`src/rtl/elc_ram.sv`:
```
// Generic simple dual-port RAM: one write port, one read port, registered read.
// No dependencies.
module elc_ram #(
	parameter int WIDTH = 8,
	parameter int DEPTH = 16
) (
	input  logic                     clk,
	input  logic                     we,
	input  logic [$clog2(DEPTH)-1:0] waddr,
	input  logic [WIDTH-1:0]         wdata,
	input  logic                     re,
	input  logic [$clog2(DEPTH)-1:0] raddr,
	output logic [WIDTH-1:0]         rdata
);

	logic [WIDTH-1:0] mem_q [DEPTH];

	always_ff @(posedge clk) begin
		if (we) begin
			mem_q[waddr] <= wdata;
		end
		if (re) begin
			rdata <= mem_q[raddr];
		end
	end

endmodule

```
`config.mk`:
```
export PLATFORM = sky130hd
export DESIGN_NAME = elc_ram
export DESIGN_NICKNAME = d
export VERILOG_FILES = /design/src/rtl/elc_ram.sv
export SDC_FILE = /design/constraint.sdc
export NUM_CORES = 1
export LEC_CHECK = 0
export BUFFER_PORTS_ARGS = -buffer_cell sky130_fd_sc_hd__buf_2
export CORE_MARGIN = 1.5
export CORE_UTILIZATION = 36
export DETAILED_ROUTE_END_ITERATION = 6
export REMOVE_ABC_BUFFERS = 1
export SLEW_MARGIN = 5
export SYNTH_ARGS = -nofsm -noshare
export SYNTH_HDL_FRONTEND = slang
export SYNTH_SLANG_ARGS = --single-unit
```
`constraint.sdc`:
```
create_clock -name clk -period 2.4 [get_ports clk]
set_clock_uncertainty 0.15 [all_clocks]
set_input_delay 0 -clock clk [delete_from_list [all_inputs] [get_ports clk]]
set_output_delay 0 -clock clk [all_outputs]
set_load 0.005 [all_outputs]
```
* Yosys cells after proc, flatten, opt, wreduce, memory -nomap -nowiden *
Memories as Yosys holds them, arrays and structs flattened. A register that Yosys moved wholly into a read port is not among the register bits.
Index checks and enable logic that the tools add are counted.

storage, ports and cells
  logic and storage cells = 3
  flip-flop bits (word level) = 0
  memories kept = 1
  bits of input ports = 19
  bits in writable memories = 128
  output and inout port bits = 8

memory list
  memory  depth  bits a word  rd ports  clocked after memory_dff  wr ports  RTL line  source
  mem_q   16     8            1         1                         1         16        logic [WIDTH-1:0] mem_q [DEPTH];

cells by class
  mux-type cells = 2

operators by type and width
  kind     count
  $mux W1  2

* Logic depth before layout (Yosys ltp) *
  depth in word-level cells = 2
  mapped depth = 5
  depth with buffers taken out = 3

* Worst setup path after synthesis *
Ideal clock, no wire load.

  path type = input to register
  from = in waddr[2]
  to = mem mem_q[0][0], enable pin
  stages on the path = 2
  data required time = 1.867 ns
  arrival = 1.110 ns
  setup slack = 0.757 ns
  library setup time = 0.383 ns
  path buffers = 0
  path through = or3b_2 -> nor3_1

RTL lines
  item         RTL line  source
  from (decl)  9         input logic [$clog2(DEPTH)-1:0] waddr,
  to (decl)    16

No word-level cell before the write port.

* Final worst setup path *
  from = in waddr[0]
  to = mem mem_q[8][7], enable pin

No word-level cell before the write port.

==> out/metrics.cfg <==
[status]
run_status=finished clean

[layout]
regArea_mm2=0.00408
nets=312
drive_gt1_share_pct=30.1
multi_input_area_mm2=0.00106
area_delta_synth_final_pct=23.3
diodes=0
fillers=1155

[logic_synthesis]
synth_warnings=0
ys_top_cells_by_area=edfxtp_1 78%, mux4_2 7.8%, mux4_1 7.0%
netlist.area_leader.share_pct=78.1
syn_inst=229
syn_area_per_cell_um2=22.8
synth_cell_types=18
synth_area_mm2=0.00523
synth.ff_latch_count=136
ys_seq_area_share_pct=78.1
yosysTopAreaCell=edfxtp_1

[worst_hold_path]
hold_class=primary input to flip-flop
holdPathStages=3

[flow_run]
maxCapViolCount=0

[timing]
setup_tns_ns=0
maxSlewHeadroom_pct=44.1
period_share_pct=69.4
setup_viol=0
hold_ws_ns=0.0194
min_period_ns=1.67
slew_violations=0
rsz0062_at_grt=no
hold_viol=0
tightest_slew_ns=0.837
fmax_mhz=601

[route]
vias=2425
drtPass1Iterations=4
ant_nets=0
wire_per_inst_um=20.6
drt_wl_total_um=9990
post-route-drc-count=0
viasPerCell=4.99
drt_iter0_markers=334

[grt]
antenna_found_initial=0
grt_pass1_wl_um=15300
grt_usage_pct=14.7
grt_max_degree=33
gr-total-overflow=0
grt_pass1_vias=2601

[place]
io_buffers=26
gp_congestion=0.706
dp_hpwl_um=6260

[floorplan]
die_w_um=124
rows=43
dieArea_mm2=0.0153
start_util_pct=37.2
die_h_um=124
core_mm2=0.0140
boundaryPins=27

[critical_path]
crit_chain=dlygate4sd3_1 -> buf_2 -> nor3_1 -> dlygate4sd3_1 -> buf_4
cp_slowest_cell=dlygate4sd3_1
crit_arrival_ns=1.62
slowest_delay_ns=0.57
crit_family=buffers and inverters
crit_fanout=8
worstSetupPathDepth=5
path_class=primary input to flip-flop
crit_top_cell=dlygate4sd3_1
endpoint_kind=flip-flop
critPathBufInv=4
required_ns=2.36
r2r_cells=3
start_kind=primary input

[clock_tree]
cts_setup_buffers=0
cts_root_buf=clkbuf_16
clock_latency_ns=0.41
clk_pin_slew_ns=0.05
ctsLongestPathBuffers=2
htree_levels=4
cts_buffers=17
cts_hold_buf=11
clock_sinks=136
tritoncts=built
cts_resized=0

[pwr]
report.power.total_w=0.00591
p_leak_nw=2.19
irDropWorstVdd_uv=506
powerDensity_mw_per_mm2=917

-- path summary, 6_finish.rpt --
check | from | to | slack [ns]
setup / recovery | waddr[0] | mem_q[8][7]$_DFFE_PP_ | 0.73
hold reg to reg | mem_q[8][5]$_DFFE_PP_ | rdata[5]$_DFFE_PP_ | 0.60
setup reg to reg | mem_q[10][0]$_DFFE_PP_ | rdata[0]$_DFFE_PP_ | 0.79
hold / removal | waddr[1] | mem_q[0][3]$_DFFE_PP_ | 0.02
-- Yosys cell counts, drive strengths merged --
master         number
edfxtp            136
nor2               13
buf                 7
and2                1
and2b               1
clkdlybuf4s25       3
nand3               1
or3b                1
a22oi              16
nand2b              2
nand3b              2
nand2               9
nor3                4
nor2b               1
mux4               32
-- worst reg2reg max path, cell delays in order, from the launching register on --
cell and delay [ns]:
edfxtp_1 0.37, mux4_2 0.47, a22oi_1 0.24, nand2_1 0.12
-- per-layer routing --
| layer | share of wire (%) | GRT usage, % | vias to the layer above |
|---|---|---|---|
| li1 | - | - | 1105 |
| met3 | 5.0 | 4.01 | 6 |
| met5 | 0 | 0 | - |
| met4 | 0.53 | 4.74 | 0 |
| met1 | 48 | 20.8 | 1239 |
| met2 | 47 | 22.2 | 75 |
-- cell usage in the layout, fill, tap and decap left out, drive strengths merged, types with 4 or more instances in the layout --
cell type      n
buf           44
clkbuf        18
nor3           4
a22oi         16
nand2          9
mux4          32
dlygate4sd3   11
edfxtp       136
bufinv         7
nor2          13
clkinv         4
-- power breakdown --
part,total [W],internal (W),leakage (nW),switching (W)
Clock,0.00297,0.00204,0.325,0.000928
Combinational,0.000251,0.000114,0.627,0.000137
Sequential,0.00269,0.00268,1.24,0.0000140
-- sequential cells by signal (all words and copies together) (netlist names) --
register	flops
rdata	8
mem_q	128
-- through the flow --
step,setup slack [ns],instance area (µm²),util [%],std cells
finish,0.735,6450,45.9,486
global route,0.676,6450,45.9,486
CTS,0.778,6450,45.9,486
detailed placement,0.661,5660,40.3,443
global placement,0.655,5660,40.3,443
floorplan,0.757,5140,-,219
-- area by class of cell --
cell class | count | area share (%)
Clock buffer | 18 | 6.66
Sequential cell | 136 | 63.3
Clock inverter | 14 | 3.90
Multi-Input combinational cell | 83 | 16.4
Timing Repair Buffer | 55 | 6.21
Tap cell | 180 | 3.49
-- cell families (layout without fill, tap and decap cells) --
logic type             count (synthesis)  in the layout  synth area share (%)
DFF                                  136            136                  78.1
AOI/OAI and AO/OA                     16             16                  2.30
buffers and inverters                 10             87                  1.65
and+or+nand+nor                       35             35                  3.14
muxes                                 32             32                  14.8
No activity file was read; power rests on OpenSTA's default activity.
