File: config.mk
export PLATFORM = sky130hd
export DESIGN_NAME = elc_scan
export DESIGN_NICKNAME = d
export VERILOG_FILES = /design/src/rtl/elc_pkg.sv /design/src/rtl/elc_scan.sv
export SDC_FILE = /design/constraint.sdc
export NUM_CORES = 1
export LEC_CHECK = 0
export BUFFER_PORTS_ARGS = -buffer_cell sky130_fd_sc_hd__buf_2
export CAP_MARGIN = 20
export CORE_AREA = 2 2 236 238
export DETAILED_ROUTE_END_ITERATION = 16
export DIE_AREA = 0 0 238 240
export PLACE_DENSITY = 0.41
export SLEW_MARGIN = 20
export SYNTH_ARGS = -nofsm -noshare
export SYNTH_HDL_FRONTEND = slang
export SYNTH_SLANG_ARGS = --single-unit
export TNS_END_PERCENT = 30
File: constraint.sdc
create_clock -name clk -period 9 [get_ports clk]
set_clock_uncertainty 0.1 [all_clocks]
set_input_delay 1.8 -clock clk [delete_from_list [all_inputs] [get_ports clk]]
set_output_delay 1.8 -clock clk [all_outputs]
set_load 0.01 [all_outputs]
File: src/rtl/elc_pkg.sv
// Shared types and constants for the expiring LRU associative cache.
// Used by the scan unit and the top level; depends on nothing else.
package elc_pkg;

	localparam int ENTRIES = 64;
	localparam int IDX_W   = $clog2(ENTRIES);
	localparam int CNT_W   = $clog2(ENTRIES + 1);

	localparam int KEY_W  = 64;
	localparam int VAL_W  = 64;
	localparam int TIME_W = 63;
	localparam int SLOT_W = 6;
	localparam int OP_W   = 2;

	// Evictions of entries touched within the last 3600 s are flagged.
	localparam logic [TIME_W:0] RECENT_US = 64'd3600 * 64'd1000000;

	typedef enum logic [OP_W-1:0] {
		OP_LOOKUP = 2'd0,
		OP_STORE  = 2'd1,
		OP_DELETE = 2'd2
	} op_t;

	// One table slot as kept in the entry memory.
	typedef struct packed {
		logic [KEY_W-1:0]  key;
		logic [VAL_W-1:0]  value;
		logic [TIME_W-1:0] expire;
		logic [TIME_W-1:0] access;
	} entry_t;

	localparam int ENTRY_W = $bits(entry_t);

	// Request fields, last field in the lowest bits.
	typedef struct packed {
		logic [TIME_W-1:0] now_time;
		logic [TIME_W-1:0] expire_time;
		logic [VAL_W-1:0]  value_in;
		logic [KEY_W-1:0]  key_tag;
	} req_t;

	localparam int REQ_W     = $bits(req_t);
	localparam int IN_DATA_W = ((REQ_W + 7) / 8) * 8;

	// Result fields, last field in the lowest bits.
	typedef struct packed {
		logic              dropped_recent;
		logic [SLOT_W-1:0] slot;
		logic [VAL_W-1:0]  value_out;
		logic              found;
	} resp_t;

	localparam int RESP_W     = $bits(resp_t);
	localparam int OUT_DATA_W = ((RESP_W + 7) / 8) * 8;

	// Control from the sequencer to the scan unit.
	typedef struct packed {
		logic             start;
		logic             cmp;
		logic [IDX_W-1:0] idx;
		logic             ent_valid;
	} scan_ctl_t;

	// What one pass over the table found.
	typedef struct packed {
		logic              match;
		logic [IDX_W-1:0]  match_idx;
		logic [VAL_W-1:0]  match_value;
		logic [TIME_W-1:0] match_expire;
		logic              free;
		logic [IDX_W-1:0]  free_idx;
		logic [IDX_W-1:0]  lru_idx;
		logic [TIME_W-1:0] lru_access;
	} scan_res_t;

endpackage

File: src/rtl/elc_scan.sv
// Scan unit: compares one table entry per cycle against the request and keeps
// the first match, the first free or expired slot and the least recently used
// slot. Depends on elc_pkg.
module elc_scan (
	input  logic                        clk,
	input  logic                        arst_n,
	input  elc_pkg::scan_ctl_t          ctl,
	input  elc_pkg::entry_t             ent,
	input  logic [elc_pkg::KEY_W-1:0]   key,
	input  logic [elc_pkg::TIME_W-1:0]  now,
	output elc_pkg::scan_res_t          res
);
	import elc_pkg::*;

	logic              match_q;
	logic [IDX_W-1:0]  match_idx_q;
	logic [VAL_W-1:0]  match_value_q;
	logic [TIME_W-1:0] match_expire_q;
	logic              free_q;
	logic [IDX_W-1:0]  free_idx_q;
	logic              has_lru_q;
	logic [IDX_W-1:0]  lru_idx_q;
	logic [TIME_W-1:0] lru_access_q;

	logic hit;
	logic expired;
	logic older;

	assign hit     = ctl.ent_valid && (ent.key == key);
	assign expired = ent.expire <= now;
	assign older   = !has_lru_q || (ent.access < lru_access_q);

	always_ff @(posedge clk or negedge arst_n) begin
		if (!arst_n) begin
			match_q   <= 1'b0;
			free_q    <= 1'b0;
			has_lru_q <= 1'b0;
		end else if (ctl.start) begin
			match_q   <= 1'b0;
			free_q    <= 1'b0;
			has_lru_q <= 1'b0;
		end else if (ctl.cmp && !match_q) begin
			// Once a match is seen the rest of the table is ignored.
			if (hit) begin
				match_q        <= 1'b1;
				match_idx_q    <= ctl.idx;
				match_value_q  <= ent.value;
				match_expire_q <= ent.expire;
			end else if (!ctl.ent_valid || expired) begin
				if (!free_q) begin
					free_q     <= 1'b1;
					free_idx_q <= ctl.idx;
				end
			end else if (older) begin
				has_lru_q    <= 1'b1;
				lru_idx_q    <= ctl.idx;
				lru_access_q <= ent.access;
			end
		end
	end

	always_comb begin
		res.match        = match_q;
		res.match_idx    = match_idx_q;
		res.match_value  = match_value_q;
		res.match_expire = match_expire_q;
		res.free         = free_q;
		res.free_idx     = free_idx_q;
		res.lru_idx      = lru_idx_q;
		res.lru_access   = lru_access_q;
	end

endmodule
# After elaboration in Yosys (flattened, before gate mapping)
# Cells that the tools add are included.
[word_totals]
ff_bits = 211
inputBits = 392
out_inout_bits = 210
wordCells = 47
[op_classes]
magnitude_cmp = 2
eq_ne = 3
muxes = 12
n_bitwise = 4
reduce_logical = 17
[ops]
columns = ["op", "count"]
rows = [
  ["== test 64 bit", 1],
  ["<= comparator 63 bit", 1],
  ["< comparator 63 bit", 1],
  ["two-way mux 1 bit", 12],
  ["AND reduction 6 bit", 2],
  ["AND reduction 4 bit", 2],
  ["nonzero test 2 bit", 4],
  ["!= test 2 bit (second input constant)", 2],
  ["NOT 1 bit", 4],
  ["zero test 1 bit", 3],
  ["AND reduction 3 bit", 1],
  ["logical AND 1 bit", 2],
  ["logical OR 1 bit", 2],
  ["AND reduction 2 bit", 1],
]

# Depth between registers and ports, before layout
# Gate-level depths: netlist (run 1).
[logic_depth]
ltp_word = 7
depth_mapped = 9
depth_no_buf = 9

# Least setup slack after synthesis (run 1)
# Ideal clock, no wire load.
[synth_timing]
path_type = "input -> register"
start = "input port key[45] (netlist bit)"
end = "register match_expire_q[0] (enable)"
setup_ps = 626
t_arrival_ps = 8727
required_ps = 8274
setup_slack_ps = -453
cell_stages = 6
n_path_buf = 0
cell_sequence = "nor2b_1 -> a2111o_1 -> a2111o_1 -> a2111oi_4 -> nand4_2 -> nor2_1"
[synth_between]
elab_chain_len = 3
[synth_rtl]
columns = ["item", "line", "source"]
rows = [
  ["from (decl)", "elc_scan.sv:9", "input logic [elc_pkg::KEY_W-1:0] key,"],
  ["== test 64 bit", "elc_scan.sv:29", "assign hit = ctl.ent_valid && (ent.key == key);"],
  ["logical AND 1 bit", "elc_scan.sv:29", ""],
  ["AND reduction 4 bit (no line)", "n/a", ""],
  ["to (signal assigned)", "elc_scan.sv:48", "match_expire_q <= ent.expire;"],
  ["to (decl)", "elc_scan.sv:18", "logic [TIME_W-1:0] match_expire_q;"],
]
# No other way between the ends.
# A chain may end at the register's enable or synchronous reset.

# Worst setup path in the final report (run 1)
[layout_timing]
start = "input port key[22] (netlist bit)"
end = "register match_value_q[35] (enable)"
[layout_between]
elab_chain_len = 3
[layout_rtl]
columns = ["item", "line", "source"]
rows = [
  ["== test 64 bit", "elc_scan.sv:29", ""],
  ["logical AND 1 bit", "elc_scan.sv:29", ""],
  ["AND reduction 4 bit (no line)", "n/a", ""],
  ["to (signal assigned)", "elc_scan.sv:47", "match_value_q <= ent.value;"],
  ["to (decl)", "elc_scan.sv:17", "logic [VAL_W-1:0] match_value_q;"],
]
# No other way between the ends.

==> flow_summary.yaml, run 1 <==
status:
  status: "completed"
synthesis:
  synthArstFlopShare_pct: 1.422
  synth_ff_type: "edfxtp_1"
  synth_top_area_cell: "edfxtp_1"
  synth_nets: 1299
  seq_area_frac_synth_pct: 61.05
  synth_top_area_share_pct: 60.33
  synthTopCellsByCount: "edfxtp_1, inv_1, ha_1"
  yosys_warnings: 0
  synth_most_common_cell: "edfxtp_1"
  synth.distinct_cells: 49
  ys_ff_latch: 211
  synth_area_um2: 10350
  synth_cells: 782
  synth_edf_count: 208
  synthTopCellsByArea: "edfxtp_1, ha_1, inv_1"
  synth.avg_cell_area_um2: 13.24
die:
  dieWidth_um: 238
  rows: 86
  die-area_um2: 57120
  ios: 602
  initial_core_util_pct: 18.94
  coreArea_um2: 54660
  die_height_um: 240
cts:
  clockBufferDepth: 3
  clk_pin_slew_ns: 0.06
  cts_root_buf: "clkbuf_16"
  ctsHoldBuffers: 0
  htreeDepth: 1
  cts_setup_buffers: 0
  post_cts_resized: 0
  insertion_delay_ns: 0.55
  cts_tree: "done"
  cts_sinks: 211
  numCtsBuffers: 26
critical_path:
  worstSetupPathType: "primary input to register"
  crit_path_end_kind: "register"
  start_kind: "primary input"
  crit_arrival_ns: 5.13
  worstPathMaxFanout: 91
  required_ns: 9.08
sta:
  final-setup-viol-count: 0
  setup_tns_ns: 0
  tightest_slew_ns: 1.034
  slew_headroom_pct: 31.10
  min_period_ns: 5.042
  max_freq_ghz: 0.1983
  min_period_over_period_pct: 56.02
  finalMaxSlewViolations: 0
  grt_setup_unrepaired: "false"
  timing.final.hold_violations: 0
cells_and_area:
  multi_input_area_um2: 3497
  drive_gt1_share_pct: 45.90
  area_growth_pct: 46.05
  n_fill_cell: 5777
  num-nets-final: 1929
  regArea_um2: 6321
  stdcell_area_um2: 15120
grt:
  antenna_found_initial: 5
  grt_max_degree: 92
  grt_usage_pct: 13.15
  grt-ovfl-total: 0
  grt_pass1_wl_um: 55570
  first_global_vias: 8918
detailed_routing:
  vias: 8490
  drtAntennaViolNets: 0
  wl_per_cell_um: 18.56
  avgViaCountPerCell: 3.978
  drtPass1Iterations: 6
  wl_um: 39610
  drc: 0
  drtIter0Drc: 264
placement:
  dp_hpwl_um: 33430
  place.gp.congestion: 0.8887
  place_area_um2: 14280
  io_buffer_count: 601
power:
  power_leakage_nw: 7.070
  vdd_drop_max_v: 0.0001053
  power.density_nw_per_um2: 158.0
worst_hold_path:
  hold_path.class: "register to register"
flow_run:
  maxCapViolations: 0
placed cells by master, fill, tap and decap left out, types with 2 or more instances in the layout:
| cell type | synthesis | final |
|---|---|---|
| o211ai_1 | 5 | 5 |
| diode_2 | 0 | 3 |
| nand3_1 | 8 | 8 |
| clkbuf_16 | 0 | 26 |
| o21ai_1 | 9 | 9 |
| a21oi_1 | 52 | 52 |
| inv_2 | 3 | 3 |
| xnor2_1 | 12 | 12 |
| nor2_1 | 11 | 10 |
| buf_2 | 0 | 601 |
| nand4_1 | 20 | 20 |
| edfxtp_1 | 208 | 208 |
| nand2_1 | 41 | 41 |
| and2_1 | 2 | 2 |
| bufinv_16 | 0 | 3 |
| a221oi_1 | 6 | 6 |
| and4_1 | 7 | 7 |
| inv_6 | 0 | 2 |
| clkinv_1 | 0 | 2 |
| dfrtp_1 | 3 | 3 |
| a21o_1 | 5 | 5 |
| o221ai_1 | 2 | 2 |
| ha_1 | 125 | 125 |
| o21a_1 | 2 | 2 |
| nand2b_1 | 5 | 5 |
| o31ai_1 | 2 | 2 |
| a211oi_1 | 6 | 6 |
| nor3_1 | 9 | 8 |
| buf_4 | 2 | 2 |
| o22ai_1 | 4 | 4 |
| o21ai_0 | 15 | 15 |
| clkinv_2 | 0 | 5 |
| nor2b_1 | 8 | 8 |
| clkinvlp_4 | 0 | 2 |
| a2111o_1 | 2 | 2 |
| inv_1 | 139 | 139 |
| xor2_1 | 36 | 36 |
| nor4_1 | 13 | 13 |
worst max-delay path, stage by stage:
cell	delay (ns)
buf_2	0.10
xor2_1	0.15
nor4_1	0.77
nand4_1	0.27
nor4_4	0.38
nand4_2	0.23
nor2_4	0.82
buf_12	0.46
registers in the layout, summed over array words and instances (netlist names):
register	count
lru_idx_q	6
lru_access_q	63
free_q	1
has_lru_q	1
match_idx_q	6
match_value_q	64
match_expire_q	63
free_idx_q	6
match_q	1
routing by layer:
layer	global-route usage, %	wire [µm]	share of wire, %	vias up
met1	14.18	14900	38	3952
met5	0	0	0	-
met4	4.564	1170	3.0	0
li1	-	-	-	4116
met2	25.09	20740	52	368
met3	2.985	2794	7.1	54
final cells by class:
type	instances	area share (%)
inverter	143	3.558
clock buffer	27	4.327
sequential	211	41.80
timing repair buffer	604	20.12
clock inverter	16	1.191
multi-input combinational	426	23.13
antenna	3	0.04964
tap	704	5.825
cells by family after synthesis:
| logic type | count (synthesis) | share of synthesized area, % |
|---|---|---|
| DFF | 211 | 61.05 |
| xor gates and xnor gates | 48 | 4.060 |
| adders and majority gates | 125 | 15.11 |
| buffers and inverters | 145 | 5.341 |
| and+or+nand+nor | 132 | 7.045 |
| AOI/OAI and AO/OA | 121 | 7.396 |
through the flow:
| stage | power [W] | worst slack (ns) | hold WS, ns | util [%] | instances |
|---|---|---|---|---|---|
| after global placement | 0.001362 | 3.314 | 0.4218 | 26.12 | 2088 |
| after global routing | 0.002504 | 3.764 | 0.4825 | 27.66 | 2132 |
| final | 0.002390 | 3.958 | 0.4384 | 27.66 | 2134 |
| after CTS | 0.002442 | 3.955 | 0.4414 | 27.65 | 2131 |
| after detailed placement | 0.001366 | 3.351 | 0.4242 | 26.12 | 2088 |
| after floorplan | 0.001216 | 0.02747 | 0.3622 | - | 782 |
worst paths after layout:
path / from / end / slack (ns) / depth (start not counted)
setup / recovery: key[22] / match_value_q[35] / 3.96 / 8
hold / removal: free_q / free_q / 0.44 / 1
setup reg to reg: lru_access_q[52] / lru_access_q[52] / 5.06 / 10
hold reg to reg: free_q / free_q / 0.44 / 1
max in group asynchronous: arst_n / has_lru_q / 7.72 / 1
min in group asynchronous: arst_n / match_q / 0.95 / 1
power by group:
group,switching [W],total [W],internal (W)
Sequential,0.00000279,0.00109,0.00109
Clock,0.000435,0.00105,0.000613
Combinational,0.000130,0.000253,0.000123
Total,0.000568,0.00239,0.00182
Note: power is estimated with default switching activity, not from simulation.
==> inputs of run 2 (changes only) <==
ABC_AREA = 1   (was unset)
PLACE_DENSITY = 0.43   (was 0.41)
clock period = 4.85 ns   (was 9 ns; I/O delays follow)
==> run 2 against run 1 <==
  * Sequential power increased by 85%
  * First-iteration DRC count is 24% higher
  * Area after synthesis rose by 8.8%
  * Non-clock buffer count grew 1
  * Hold slack got worse by 0.30 ns
  * Power rose by 92%
==> flow_summary.yaml, run 2 <==
die:
  dieWidth_um: 238
  die-area_um2: 57120
  rows: 86
  coreArea_um2: 54660
  die_height_um: 240
  ios: 602
  initial_core_util_pct: 20.61
cells_and_area:
  num-nets-final: 2262
  n_fill_cell: 5923
  largest_reg_flops: 64
  layout_commonest_cell: "buf_2"
  top_register: "match_value_q"
  drive_gt1_share_pct: 37.32
  regArea_um2: 6321
  multi_input_area_um2: 4059
  final_cell_mix: "buf_2, nand2_1, inv_1"
  area_growth_pct: 42.61
  fin_cells: 2470
  top_regs: "match_value_q (64), lru_access_q (63), match_expire_q (63)"
synthesis:
  seq_area_frac_synth_pct: 56.10
  synth_area_um2: 11270
  synth_most_common_cell: "nand2_1"
  synthArstFlopShare_pct: 1.422
  synth_edf_count: 208
  synthTopCellsByArea: "edfxtp_1, ha_1, nand2_1"
  synth.distinct_cells: 31
  ys_ff_latch: 211
  synth_top_area_share_pct: 55.43
  synth_top_area_cell: "edfxtp_1"
  synth_nets: 1632
  synth.avg_cell_area_um2: 10.11
  synth_cells: 1115
  synthTopCellsByCount: "nand2_1, inv_1, edfxtp_1"
  synth_ff_type: "edfxtp_1"
  yosys_warnings: 0
grt:
  grt_pass1_wl_um: 63380
  grt_usage_pct: 15.12
  antenna_found_initial: 9
  grt-ovfl-total: 0
  first_global_vias: 10230
  grt_max_degree: 106
critical_path:
  crit_path_end_kind: "register"
  cp_cell_sequence: "buf_2, inv_1, ha_1, nand2_1, inv_1, nand3_1, nor2_1, nand3_1, inv_1, nand2_1, nand2_2, nand2_2, inv_2, nand3_2, nor2_4, buf_12"
  start_kind: "primary input"
  required_ns: 4.93
  worstSetupPathType: "primary input to register"
  worstPathMaxFanout: 69
  slowest_delay_ns: 0.35
  path_common_cell: "inv_1"
  crit_arrival_ns: 3.06
  worst_path_max_delay_cell: "nor2_1"
cts:
  htreeDepth: 1
  insertion_delay_ns: 0.53
  numCtsBuffers: 25
  cts_sinks: 211
  clk_pin_slew_ns: 0.06
  cts_root_buf: "clkbuf_16"
  cts_setup_buffers: 0
  cts_tree: "done"
  ctsHoldBuffers: 0
  post_cts_resized: 0
  clockBufferDepth: 3
power:
  switchingPower_w: 0.001100
  seqPwrFrac_pct: 44.1
  fin_total_pwr_w: 0.004578
  power.internal_w: 0.003478
  swShare_pct: 24.03
  power_leakage_nw: 8.044
  power.density_nw_per_um2: 284.9
  p_clk_share_pct: 43.5
  pwr-share-comb_pct: 12.4
  vdd_drop_max_v: 0.0002079
detailed_routing:
  drtIter0Drc: 327
  avgViaCountPerCell: 4.000
  drtAntennaViolNets: 0
  wl_met3_um: 3590
  drc: 0
  drtPass1Iterations: 4
  top_layer: "met5"
  met2_length_um: 23280
  vias: 9879
  wl_per_cell_um: 18.26
  wl_um: 45100
  wl_met1_um: 16940
sta:
  max_freq_ghz: 0.3347
  setup_tns_ns: 0
  tightest_slew_ns: 0.6866
  min_period_over_period_pct: 61.61
  slew_headroom_pct: 54.23
  finalMaxSlewViolations: 0
  timing.final.hold_violations: 0
  min_period_ns: 2.988
  hold_ws_ns: 0.1377
  grt_setup_unrepaired: "false"
  final-setup-viol-count: 0
placement:
  dp_hpwl_um: 39070
  io_buffer_count: 601
  place.gp.congestion: 0.9105
  dp_cells: 2422
worst_hold_path:
  hold_path.class: "primary input to async pin"
status:
  status: "completed"
flow_run:
  maxCapViolations: 0
## run 2: cell count changes in the layout (fill, tap and decap cells not counted), moves of 8 or more
cell,delta
xor2_1,-32
nand2_1,+206
nand3_1,+18
inv_1,+92
nor2b_1,-8
nor2_1,+82
or2_1,+10
nor4_1,-10
## run 2: critical path, delay by kind of cell
family                     cells  cell delay (ns)
and+or+nand+nor                9             1.03
buffers and inverters          6             0.68
adders and majority gates      1             0.28
## run 2: power groups by stage
stage	Combinational (W)	Sequential [W]	Clock, W
floorplan	0.000252	0.00206	0
global placement	0.000568	0.00206	0
detailed placement	0.000574	0.00206	0
CTS	0.000577	0.00202	0.00207
global route	0.000645	0.00202	0.00214
finish	0.000567	0.00202	0.00199
## run 2: routing by layer
layer	track usage, %	vias up
met5	0	-
met1	16.20	4440
li1	-	4937
met4	4.830	12
met3	3.892	70
met2	28.81	420
## run 2: layout make-up
cell class / instances / share of cell area, %
flip-flops and latches: 211 / 39.34
multi-input cells: 666 / 25.26
repair buffers: 605 / 19.06
inverters: 236 / 5.513
well taps: 704 / 5.482
clock buffers: 32 / 4.057
clock inverters: 13 / 1.246
diodes: 3 / 0.04672
## run 2: through the flow
stage	area [µm²]	setup WS (ns)	util [%]
6_report	16070	1.862	29.40
5_1_grt	16060	1.726	29.39
4_1_cts	16060	1.860	29.38
3_5_place_dp	15210	1.290	27.82
3_3_place_gp	15210	1.252	27.82
2_1_floorplan	11280	0.4216	-
## run 2: logic make-up after synthesis
logic type      Yosys count  share of synthesized area (%)
compound gates           83                          3.842
xor+xnor                 23                          1.788
fa+ha+maj               125                          13.88
buf+inv                 238                          7.995
flops                   211                          56.10
simple gates            435                          16.40
## run 2: path summary, 6_finish.rpt
kind | startpoint | to | slack [ns] | cells past startpoint
hold reg to reg | has_lru_q | has_lru_q | 0.40 | 2
setup reg to reg | lru_access_q[4] | lru_access_q[2] | 2.28 | 14
min in group clk | has_lru_q | has_lru_q | 0.40 | 2
hold / removal | arst_n | has_lru_q | 0.14 | 1
setup / recovery | now[42] | lru_access_q[2] | 1.86 | 16
max in group asynchronous | arst_n | free_q | 4.39 | 1
==> inputs of run 3 (changes only) <==
clock period = 2.95 ns   (was 4.85 ns; I/O delays follow)
==> run 3 against run 2 <==
  * Count of clock-buffer cells in the layout did not move
  * Largest cell class unchanged
  * Largest power group unchanged
  * Power rose by 58%
  * Cell count rose by 1.5%
  * Hold slack got worse by 0.027 ns
  * Critical path depth fell by 3
  * Sequential share of layout area fell by 0.71 points
  * Clock power rose by 50%
  * Global-route usage fell by 0.13 points
  * Sequential cell count did not move
==> flow_summary.yaml, run 3 (same netlist as run 2, synthesis figures left out) <==
cts:
  clk_pin_slew_ns: 0.06
  insertion_delay_ns: 0.53
  cts_sinks: 211
  clockBufferDepth: 3
  cts_setup_buffers: 0
  numCtsBuffers: 27
  cts_tree: "done"
  cts_root_buf: "clkbuf_16"
  htreeDepth: 1
cells_and_area:
  layout_commonest_cell: "buf_2"
  area_growth_pct: 45.23
  largest_reg_flops: 64
  fin_util_pct: 29.94
  drive_gt1_share_pct: 38.60
  stdcell_area_um2: 16360
  final_cell_mix: "buf_2, nand2_1, inv_1"
  top_regs: "match_value_q (64), lru_access_q (63), match_expire_q (63)"
  antenna_cells: 0
  num-nets-final: 2300
  top_register: "match_value_q"
placement:
  place_area_um2: 15570
  io_buffer_count: 601
  dp_hpwl_um: 39070
  place.gp.congestion: 0.8672
critical_path:
  r2r-end: "lru_access_q[23]"
  worstSetupPathType: "primary input to register"
  crit_path_end: "lru_access_q[23]"
  ff2ff_path_depth: 14
  critical_path.startpoint: "ent[95]"
  worstPathMaxFanout: 38
  required_ns: 3.07
  start_kind: "primary input"
  crit_arrival_ns: 2.75
  reg2reg_from: "lru_access_q[4]"
  crit_path_end_kind: "register"
  r2r_slack_ns: 0.49
flow_run:
  maxCapViolations: 0
die:
  initial_core_util_pct: 20.61
  die-area_um2: 57120
  rows: 86
  dieWidth_um: 238
  die_height_um: 240
  coreArea_um2: 54660
  ios: 602
sta:
  tightest_slew_ns: 0.5493
  min_period_over_period_pct: 89.09
  finalMaxSlewViolations: 0
  max_freq_ghz: 0.3805
  final-setup-viol-count: 0
  slew_headroom_pct: 63.08
  min_period_ns: 2.628
  hold_ws_ns: 0.1105
  timing.final.hold_violations: 0
  grt_setup_unrepaired: "false"
grt:
  grt_usage_pct: 14.99
  grt_max_degree: 39
  grt.busiest_layer: "met2"
  grt_pass1_wl_um: 63340
  grt.met2_usage_pct: 28.72
  antenna_found_initial: 7
  use_met3_pct: 4.191
  grt_use_met1_pct: 15.63
  grt-ovfl-total: 0
  first_global_vias: 10278
power:
  vdd_drop_max_v: 0.0002396
  power.density_nw_per_um2: 443.3
  power_leakage_nw: 8.222
detailed_routing:
  avgViaCountPerCell: 3.993
  vias: 10011
  drtPass1Iterations: 4
  wl_per_cell_um: 17.88
  wl_um: 44840
  drtAntennaViolNets: 0
  drc: 0
  drtIter0Drc: 366
worst_hold_path:
  hold_path.class: "primary input to register"
status:
  status: "completed"
## run 3: area by class of cell
cell class	instances	area [µm²]
clock inverter	17	86.33
timing repair buffer	641	3423
inverter	236	885.9
fill	5857	38300
tap	704	880.8
sequential	211	6321
multi-input combinational	666	4073
clock buffer	32	694.4
## run 3: worst min path at each step
stage / start / endpoint / depth (start not counted)
finish: ent[163] / match_value_q[37] / 1
global route: ent[160] / match_value_q[34] / 1
CTS: ent[156] / match_value_q[30] / 1
detailed placement: arst_n / match_q / 1
global placement: arst_n / match_q / 1
floorplan: arst_n / free_q / 0
## run 3: worst max-delay path, cell delays in order
cell     delay (ns)
buf_2          0.13
ha_1           0.29
nand2_1        0.20
nor4_2         0.47
nand3_1        0.17
inv_1          0.09
nand2_1        0.07
nand2_2        0.06
nand2_2        0.08
inv_2          0.07
nand3_2        0.07
nor2_4         0.17
buf_12         0.26
## run 3: power breakdown
part / internal (W) / switching [W] / total, W
Sequential: 0.00331 / 0.00000689 / 0.00332
Combinational: 0.000427 / 0.000526 / 0.000952
Clock: 0.00167 / 0.00131 / 0.00298
Total: 0.00541 / 0.00185 / 0.00725
## run 3: what timing repair did
item / CTS / global route
gates resized for setup: 1 / 0
hold buffers: 1 / 0
setup endpoints to repair: 34 / 0
hold endpoints to repair: 3 / 0
## run 3: stage by stage
step | setup TNS [ns] | instances | power [W] | setup slack, ns
6_report | 0 | 2507 | 0.007254 | 0.3218
3_3_place_gp | -44.63 | 2457 | 0.004330 | -0.6273
5_1_grt | 0 | 2507 | 0.007642 | 0.09462
2_1_floorplan | -139.54 | 1115 | 0.003804 | -0.8759
4_1_cts | 0 | 2507 | 0.007409 | 0.2540
3_5_place_dp | -41.31 | 2457 | 0.004343 | -0.5801
## run 3: routing by layer
| metal | routed length (µm) | vias to the layer above | part of all wire (%) |
|---|---|---|---|
| li1 | - | 5009 | - |
| met1 | 16440 | 4510 | 37 |
| met2 | 23330 | 407 | 52 |
| met3 | 3639 | 73 | 8.1 |
| met4 | 1347 | 12 | 3.0 |
| met5 | 76 | - | 0.17 |
